===== config.mk =====
export PLATFORM = sky130hd
export DESIGN_NAME = seek_arrive_steering
export DESIGN_NICKNAME = d
export VERILOG_FILES = /design/src/sas_pkg.sv /design/src/sas_mul.sv /design/src/sas_sqrt.sv /design/src/sas_div.sv /design/src/seek_arrive_steering.sv
export SDC_FILE = /design/constraint.sdc
export NUM_CORES = 2
export LEC_CHECK = 0
export BUFFER_PORTS_ARGS = -buffer_cell sky130_fd_sc_hd__clkbuf_2
export CORE_AREA = 8 8 476 478
export DETAILED_ROUTE_END_ITERATION = 10
export DIE_AREA = 0 0 484 486
export GPL_TIMING_DRIVEN = 0
export MAX_ROUTING_LAYER = met4
export PLACE_DENSITY = 0.47
export SLEW_MARGIN = 10
export SYNTH_ARGS = -nofsm -noshare
export SYNTH_HDL_FRONTEND = slang
export SYNTH_SLANG_ARGS = --single-unit

===== constraint.sdc =====
create_clock -name i_clk -period 19.1 [get_ports i_clk]
set_input_delay 3.82 -clock i_clk [delete_from_list [all_inputs] [get_ports i_clk]]
set_output_delay 3.82 -clock i_clk [all_outputs]
set_load 0.005 [all_outputs]

===== src/sas_pkg.sv =====
// Shared types and constants for the seek/arrive steering block.
package sas_pkg;

    localparam int FW   = 24;   // field width
    localparam int DW   = 25;   // offset width
    localparam int SQW  = 52;   // squared-length accumulator width
    localparam int MSW  = 23;   // max speed width
    localparam int RW   = 16;   // radius width
    localparam int CFGW = 23;   // config data width
    localparam int NUMW = 48;   // |d| * max_speed magnitude width
    localparam int DIVW = 26;   // divisor width

    localparam logic [0:0] REG_MAX_SPEED = 1'd0;
    localparam logic [0:0] REG_RADIUS    = 1'd1;

    localparam logic [MSW-1:0] MAX_SPEED_RESET = 23'd2560;
    localparam logic [RW-1:0]  RADIUS_RESET    = 16'd20;

    typedef struct packed {
        logic signed [FW-1:0] target_x;
        logic signed [FW-1:0] target_y;
        logic signed [FW-1:0] target_z;
        logic signed [FW-1:0] pos_x;
        logic signed [FW-1:0] pos_y;
        logic signed [FW-1:0] pos_z;
        logic signed [FW-1:0] vel_x;
        logic signed [FW-1:0] vel_y;
        logic signed [FW-1:0] vel_z;
    } t_in_item;

    typedef struct packed {
        logic signed [FW-1:0] step_force_x;
        logic signed [FW-1:0] step_force_y;
        logic signed [FW-1:0] step_force_z;
        logic signed [FW-1:0] total_force_x;
        logic signed [FW-1:0] total_force_y;
        logic signed [FW-1:0] total_force_z;
    } t_out_item;

    function automatic logic signed [FW-1:0] sat24(input logic signed [FW+1:0] v);
        logic signed [FW-1:0] r;
        if (v > $signed({{2{1'b0}}, 1'b0, {(FW-1){1'b1}}})) r = {1'b0, {(FW-1){1'b1}}};
        else if (v < $signed({{2{1'b1}}, 1'b1, {(FW-1){1'b0}}})) r = {1'b1, {(FW-1){1'b0}}};
        else r = v[FW-1:0];
        return r;
    endfunction

endpackage


===== src/sas_mul.sv =====
// Bit-serial shift-add multiplier: one multiplier bit per cycle.
module sas_mul import sas_pkg::*; (
    input  logic            i_clk,
    input  logic            i_rst_n,
    input  logic            i_start,
    input  logic [DW-1:0]   i_a,
    input  logic [DW-1:0]   i_b,
    output logic            o_done,
    output logic [2*DW-1:0] o_p
);
    logic [2*DW-1:0] r_acc, r_a;
    logic [DW-1:0]   r_b;
    logic [4:0]      r_cnt;
    logic            r_run, r_done;

    always_ff @(posedge i_clk) begin
        if (!i_rst_n) begin
            r_run  <= 1'b0;
            r_done <= 1'b0;
        end else begin
            r_done <= 1'b0;
            if (i_start) begin
                r_run <= 1'b1;
                r_cnt <= 5'd0;
            end else if (r_run) begin
                r_cnt <= r_cnt + 5'd1;
                if (r_cnt == 5'(DW-1)) begin
                    r_run  <= 1'b0;
                    r_done <= 1'b1;
                end
            end
        end
    end

    always_ff @(posedge i_clk) begin
        if (i_start) begin
            r_acc <= '0;
            r_a   <= {{DW{1'b0}}, i_a};
            r_b   <= i_b;
        end else if (r_run) begin
            if (r_b[0]) r_acc <= r_acc + r_a;
            r_a <= {r_a[2*DW-2:0], 1'b0};
            r_b <= {1'b0, r_b[DW-1:1]};
        end
    end

    assign o_done = r_done;
    assign o_p    = r_acc;
endmodule


===== src/sas_sqrt.sv =====
// Digit-by-digit integer square root, one result bit per cycle.
module sas_sqrt import sas_pkg::*; (
    input  logic            i_clk,
    input  logic            i_rst_n,
    input  logic            i_start,
    input  logic [SQW-1:0]  i_v,
    output logic            o_done,
    output logic [DIVW-1:0] o_root
);
    logic [SQW-1:0]   r_v;
    logic [SQW+1:0]   r_rem;
    logic [DIVW-1:0]  r_root;
    logic [4:0]       r_cnt;
    logic             r_run, r_done;
    logic [SQW+1:0]   w_trial, w_rem2;

    assign w_rem2  = {r_rem[SQW-1:0], r_v[SQW-1:SQW-2]};
    assign w_trial = {{(SQW-DIVW){1'b0}}, r_root, 2'b01};

    always_ff @(posedge i_clk) begin
        if (!i_rst_n) begin
            r_run  <= 1'b0;
            r_done <= 1'b0;
        end else begin
            r_done <= 1'b0;
            if (i_start) begin
                r_run <= 1'b1;
                r_cnt <= 5'd0;
            end else if (r_run) begin
                r_cnt <= r_cnt + 5'd1;
                if (r_cnt == 5'(DIVW-1)) begin
                    r_run  <= 1'b0;
                    r_done <= 1'b1;
                end
            end
        end
    end

    always_ff @(posedge i_clk) begin
        if (i_start) begin
            r_v    <= i_v;
            r_rem  <= '0;
            r_root <= '0;
        end else if (r_run) begin
            r_v <= {r_v[SQW-3:0], 2'b00};
            if (w_rem2 >= w_trial) begin
                r_rem  <= w_rem2 - w_trial;
                r_root <= {r_root[DIVW-2:0], 1'b1};
            end else begin
                r_rem  <= w_rem2;
                r_root <= {r_root[DIVW-2:0], 1'b0};
            end
        end
    end

    assign o_done = r_done;
    assign o_root = r_root;
endmodule


===== src/sas_div.sv =====
// Restoring divider, one quotient bit per cycle.
module sas_div import sas_pkg::*; (
    input  logic            i_clk,
    input  logic            i_rst_n,
    input  logic            i_start,
    input  logic [NUMW-1:0] i_num,
    input  logic [DIVW-1:0] i_den,
    output logic            o_done,
    output logic [NUMW-1:0] o_quo
);
    logic [NUMW-1:0] r_q;
    logic [DIVW:0]   r_rem;
    logic [DIVW-1:0] r_den;
    logic [5:0]      r_cnt;
    logic            r_run, r_done;
    logic [DIVW:0]   w_sh;

    assign w_sh = {r_rem[DIVW-1:0], r_q[NUMW-1]};

    always_ff @(posedge i_clk) begin
        if (!i_rst_n) begin
            r_run  <= 1'b0;
            r_done <= 1'b0;
        end else begin
            r_done <= 1'b0;
            if (i_start) begin
                r_run <= 1'b1;
                r_cnt <= 6'd0;
            end else if (r_run) begin
                r_cnt <= r_cnt + 6'd1;
                if (r_cnt == 6'(NUMW-1)) begin
                    r_run  <= 1'b0;
                    r_done <= 1'b1;
                end
            end
        end
    end

    always_ff @(posedge i_clk) begin
        if (i_start) begin
            r_q   <= i_num;
            r_rem <= '0;
            r_den <= i_den;
        end else if (r_run) begin
            if (w_sh >= {1'b0, r_den}) begin
                r_rem <= w_sh - {1'b0, r_den};
                r_q   <= {r_q[NUMW-2:0], 1'b1};
            end else begin
                r_rem <= w_sh;
                r_q   <= {r_q[NUMW-2:0], 1'b0};
            end
        end
    end

    assign o_done = r_done;
    assign o_quo  = r_q;
endmodule


===== src/seek_arrive_steering.sv =====
// Seek with arrival: one steering force per item, accumulated with saturation.
// Per item: three serial squarings of the offset on the shared bit-serial multiplier,
// a serial square root, and for each axis a serial multiply by max_speed followed by
// a serial divide; then the output register is loaded. One item is in work at a time;
// the result sits in an output register and the next item can be taken the cycle after
// it is delivered.
module seek_arrive_steering import sas_pkg::*; (
    input  logic            i_clk,
    input  logic            i_rst_n,
    input  logic            i_valid,
    output logic            o_ready,
    input  t_in_item        i_item,
    output logic            o_valid,
    input  logic            i_ready,
    input  logic            i_cfg_we,
    input  logic [0:0]      i_cfg_index,
    input  logic [CFGW-1:0] i_cfg_data,
    output t_out_item       o_item
);
    typedef enum logic [8:0] {
        S_IDLE = 9'b000000001, S_SQ = 9'b000000010, S_SQW = 9'b000000100,
        S_RT   = 9'b000001000, S_RTW = 9'b000010000, S_MUL = 9'b000100000,
        S_MULW = 9'b001000000, S_DIVW = 9'b010000000, S_OUT = 9'b100000000
    } t_state;

    t_state r_state;
    logic [MSW-1:0] r_max_speed;
    logic [RW-1:0]  r_radius;
    logic signed [DW-1:0] r_d [3];
    logic signed [FW-1:0] r_vel [3];
    logic signed [FW-1:0] r_acc [3];
    logic signed [FW-1:0] r_step [3];
    logic [SQW-1:0]  r_d2;
    logic [DIVW-1:0] r_den;
    logic [1:0]      r_ax;
    logic            r_ovalid;

    logic            w_mul_start, w_mul_done;
    logic            w_rt_start, w_rt_done;
    logic            w_dv_start, w_dv_done;
    logic [DW-1:0]   w_mul_a, w_mul_b, w_abs;
    logic [2*DW-1:0] w_prod;
    logic [DIVW-1:0] w_root;
    logic [NUMW-1:0] w_quo;
    logic [DIVW-1:0] w_rq;
    logic [SQW-1:0]  w_rq2;
    logic signed [DW-1:0] w_des;
    logic signed [FW+1:0] w_st, w_tot;
    logic signed [FW-1:0] w_stsat;

    assign w_abs   = r_d[r_ax][DW-1] ? DW'(-r_d[r_ax]) : r_d[r_ax];
    assign w_mul_a = w_abs;
    assign w_mul_b = (r_state == S_SQ) ? w_abs : {2'b00, r_max_speed};
    assign w_rq    = {2'b00, r_radius, 8'h00};
    // (radius * 256)^2 is radius^2 shifted up by 16
    assign w_rq2   = {4'h0, 32'(r_radius) * 32'(r_radius), 16'h0000};

    assign w_mul_start = (r_state == S_SQ) || (r_state == S_MUL);
    assign w_rt_start  = (r_state == S_RT);
    assign w_dv_start  = (r_state == S_MULW) && w_mul_done;

    sas_mul u_mul (.i_clk, .i_rst_n, .i_start(w_mul_start), .i_a(w_mul_a),
        .i_b(w_mul_b), .o_done(w_mul_done), .o_p(w_prod));
    sas_sqrt u_sqrt (.i_clk, .i_rst_n, .i_start(w_rt_start), .i_v(r_d2),
        .o_done(w_rt_done), .o_root(w_root));
    sas_div u_div (.i_clk, .i_rst_n, .i_start(w_dv_start), .i_num(w_prod[NUMW-1:0]),
        .i_den(r_den), .o_done(w_dv_done), .o_quo(w_quo));

    assign w_des   = (r_d2 == '0) ? '0 :
                     (r_d[r_ax][DW-1] ? DW'(-w_quo[DW-1:0]) : w_quo[DW-1:0]);
    assign w_st    = (FW+2)'(w_des) - (FW+2)'(r_vel[r_ax]);
    assign w_stsat = sat24(w_st);
    assign w_tot   = (FW+2)'(r_acc[r_ax]) + (FW+2)'(w_stsat);

    assign o_ready = (r_state == S_IDLE) && !r_ovalid;
    assign o_valid = r_ovalid;

    always_ff @(posedge i_clk) begin
        if (!i_rst_n) begin
            r_state     <= S_IDLE;
            r_max_speed <= MAX_SPEED_RESET;
            r_radius    <= RADIUS_RESET;
            r_ovalid    <= 1'b0;
            for (int k = 0; k < 3; k++) r_acc[k] <= '0;
        end else begin
            if (i_cfg_we) begin
                case (i_cfg_index)
                    REG_MAX_SPEED: r_max_speed <= i_cfg_data[MSW-1:0];
                    REG_RADIUS:    r_radius    <= i_cfg_data[RW-1:0];
                    default: ;
                endcase
            end
            if (r_ovalid && i_ready) r_ovalid <= 1'b0;
            case (r_state)
                S_IDLE: if (i_valid && o_ready) begin
                    r_d[0]   <= DW'(i_item.target_x) - DW'(i_item.pos_x);
                    r_d[1]   <= DW'(i_item.target_y) - DW'(i_item.pos_y);
                    r_d[2]   <= DW'(i_item.target_z) - DW'(i_item.pos_z);
                    r_vel[0] <= i_item.vel_x;
                    r_vel[1] <= i_item.vel_y;
                    r_vel[2] <= i_item.vel_z;
                    r_d2     <= '0;
                    r_ax     <= 2'd0;
                    r_state  <= S_SQ;
                end
                S_SQ: r_state <= S_SQW;
                S_SQW: if (w_mul_done) begin
                    r_d2 <= r_d2 + SQW'(w_prod);
                    if (r_ax == 2'd2) begin
                        r_ax    <= 2'd0;
                        r_state <= S_RT;
                    end else begin
                        r_ax    <= r_ax + 2'd1;
                        r_state <= S_SQ;
                    end
                end
                S_RT: r_state <= S_RTW;
                S_RTW: if (w_rt_done) begin
                    r_den   <= (r_d2 <= w_rq2) ? w_rq : w_root;
                    r_state <= S_MUL;
                end
                S_MUL:  r_state <= S_MULW;
                S_MULW: if (w_mul_done) r_state <= S_DIVW;
                S_DIVW: if (w_dv_done) begin
                    r_step[r_ax] <= w_stsat;
                    r_acc[r_ax]  <= sat24(w_tot);
                    if (r_ax == 2'd2) r_state <= S_OUT;
                    else begin
                        r_ax    <= r_ax + 2'd1;
                        r_state <= S_MUL;
                    end
                end
                S_OUT: begin
                    r_ovalid <= 1'b1;
                    r_state  <= S_IDLE;
                end
                default: r_state <= S_IDLE;
            endcase
        end
    end

    assign o_item.step_force_x  = r_step[0];
    assign o_item.step_force_y  = r_step[1];
    assign o_item.step_force_z  = r_step[2];
    assign o_item.total_force_x = r_acc[0];
    assign o_item.total_force_y = r_acc[1];
    assign o_item.total_force_z = r_acc[2];
endmodule


==> out/metrics.yaml <==
cts.sinks: 823
ctsHoldBuffers: 0
total_power_w: 0.00726
cts_tree: "done"
path_class: "reg2reg"
synth-xor-area-share: 0.0477
synth_ff_type: "edfxtp_1"
rsz0062_at_grt: "false"
required_ps: 19520
firstDrtPassIters: 5
synth_compound_area_frac: 0.140
final-hold-violation-count: 0
cp_max_fo: 11
synthSimpleGateAreaFrac: 0.161
setup_viol: 0
startpoint_type: "register"
relSlewSlack: 0.106
die_h_um: 486
syn_inst: 5678
clk_path_buf_depth: 3
layout-drive-gt1-share: 0.114
power.switching_w: 0.00287
synth_area_sq_um: 54500
drt-total-wl_um: 183000
maxCapViolCount: 0
overflow: 0
path_delay_family: "compound AO/OA/AOI/OAI gates"
critPathCaptureType: "register"
clock_latency_ps: 710
rows: 172
crit_slowest_cell: "clkbuf_1"
grt.total_usage: 0.154
drc: 0
power.leakage_nw: 26.9
nets: 7023
dieArea_sq_um: 235000
avgSynthCellArea_sq_um: 9.60
swShare: 0.395
ant_nets: 0
worst_pin_slew_ps: 1330
post_cts_resized: 0
finalCritPeriodShare: 0.668
postSynthRegisterBits: 823
wl_per_cell_um: 20.0
fin_crit_ps: 12750
globalplace.congestion: 0.898
p_clk_frac: 0.271
syn_to_final_growth_pct: 16.9
tns_ps: 0
fillers: 23200
layout_common_cells: "nand2_1 (718), edfxtp_1 (587), nor2_1 (569), inv_1 (442), a21oi_1 (424)"
seq_area_sq_um: 22400
drt_iter0_markers: 2836
numCtsBuffers: 96
routed_via_density: 4.73
numPortBuffers: 390
ys_types: 104
finClkSkew_ps: 21.6
postSynthNetCount: 6512
hpwl_um: 146000
path_clk_slew_ps: 60
initial_core_util: 0.249
multi_input_area_sq_um: 29700
antenna_found_initial: 8
pwr-share-seq: 0.313
grt_max_degree: 55
p_per_area_nw_per_um2: 114
final_common_cell: "nand2_1"
status: "completed"
synth-seq-area-share: 0.410
max_freq_mhz: 78.4
grt_first_pass_wirelength_um: 274000
dpl_worst_slack_ps: 6200
dieWidth_um: 484
hold_class: "reg2reg"
synth_edf_count: 587
grt_pass1_vias: 43600
finish.utilization: 0.291
core_sq_um: 219000
timing.critical_path.arrival_ps: 13170
yosys_warnings: 0
io_pins: 391
cpPeakStageDelay_ps: 870
cts_root_buffer: "clkbuf_16"
finalHoldWorstSlack_ps: 413
synth.mux.area_fraction: 0.0362
htree_levels: 3
worst_slack_ps: 6350
dr_total_vias: 43200
maxSlewViolCount: 0
synth-adder-area-share: 0.159
path_buf_inv: 9
max-vdd-ir-drop_mv: 0.128
cts_setup_buffers: 0
intPower_w: 0.00439
pwr-share-comb: 0.416
ys_async_sr_fraction: 0
synth_top_family_by_area: "simple AND/OR/NAND/NOR gates"
[registers in the layout, summed over array words and instances (netlist names), 23 cells and up, named ones only]
| signal | count |
|---|---|
| u_mul.r_a | 50 |
| r_d2 | 52 |
| u_div.o_quo | 48 |
| u_div.r_rem | 26 |
| u_mul.r_b | 25 |
| u_sqrt.r_v | 52 |
| r_max_speed | 23 |
| r_vel | 72 |
| r_acc | 96 |
| r_step | 72 |
| r_d | 75 |
| u_sqrt.o_root | 26 |
| r_den | 26 |
| u_mul.o_p | 50 |
| u_sqrt.r_rem | 52 |
| u_div.r_den | 26 |
[cell families (layout without fill, tap and decap cells)]
family | after synthesis | after routing
other | 0 | 3
multiplexers | 164 | 164
AO/OA/AOI/OAI | 1228 | 1228
adder cells (fa/ha/maj) | 589 | 589
AND/OR/NAND/NOR | 1922 | 1922
buffers and inverters | 655 | 1248
XOR/XNOR | 297 | 297
flip-flops | 823 | 823
[final timing paths]
path | from | to | slack [ps] | cells after the start
hold reg to reg | r_den[13] | u_div.r_den[13] | 410 | 0
setup / recovery | register | r_acc[1][20] | 6350 | 35
setup reg to reg | register | r_acc[1][20] | 6350 | 35
hold / removal | r_den[13] | u_div.r_den[13] | 410 | 0
[layout make-up]
cell class / count / area share
Multi-Input combinational cell: 4200 / 0.467
Sequential cell: 823 / 0.351
Tap cell: 2871 / 0.0564
Clock buffer: 111 / 0.0393
Timing Repair Buffer: 413 / 0.0347
Inverter: 448 / 0.0264
Buffer: 207 / 0.0129
Clock inverter: 69 / 0.0126
Antenna cell: 3 / 0.000118
[through the flow]
| step | cell area (sq um) | instances |
|---|---|---|
| 2_1_floorplan | 54500 | 5678 |
| 3_3_place_gp | 60000 | 8939 |
| 3_5_place_dp | 60400 | 8962 |
| 4_1_cts | 63700 | 9142 |
| 5_1_grt | 63700 | 9143 |
| 6_report | 63700 | 9145 |
[layer usage]
layer	global-route usage	wire (um)	vias up
met2	0.244	83000	1034
li1	-	-	21000
met5	-	0	-
met1	0.203	84700	21000
met3	0.0243	8850	235
met4	0.0459	6080	0
[power groups by stage]
stage	clock network, W	registers (W)	logic (W)
floorplan	0	0.00225	0.00208
global route	0.00209	0.00228	0.00333
CTS	0.00202	0.00227	0.00301
global placement	0	0.00233	0.00294
finish	0.00197	0.00227	0.00302
detailed placement	0	0.00231	0.00299
[cells in the mapped netlist (all sizes together) (58+ instances only)]
| library cell | number | area share |
|---|---|---|
| nand2 | 723 | 0.050 |
| edfxtp | 587 | 0.32 |
| nor2 | 571 | 0.039 |
| inv | 446 | 0.031 |
| a21oi | 425 | 0.039 |
| ha | 417 | 0.096 |
| o21ai | 315 | 0.029 |
| dfxtp | 236 | 0.087 |
| fa | 172 | 0.063 |
| xnor2 | 172 | 0.028 |
| clkbuf | 167 | 0.012 |
| xor2 | 125 | 0.020 |
| mux2i | 123 | 0.023 |
| a21o | 115 | 0.016 |
| and2 | 101 | 0.012 |
| nor3 | 92 | 0.0084 |
| nand3 | 75 | 0.0069 |
| nor2b | 63 | 0.0072 |
| nand2b | 58 | 0.0075 |
(Power assumes the default switching activity.)
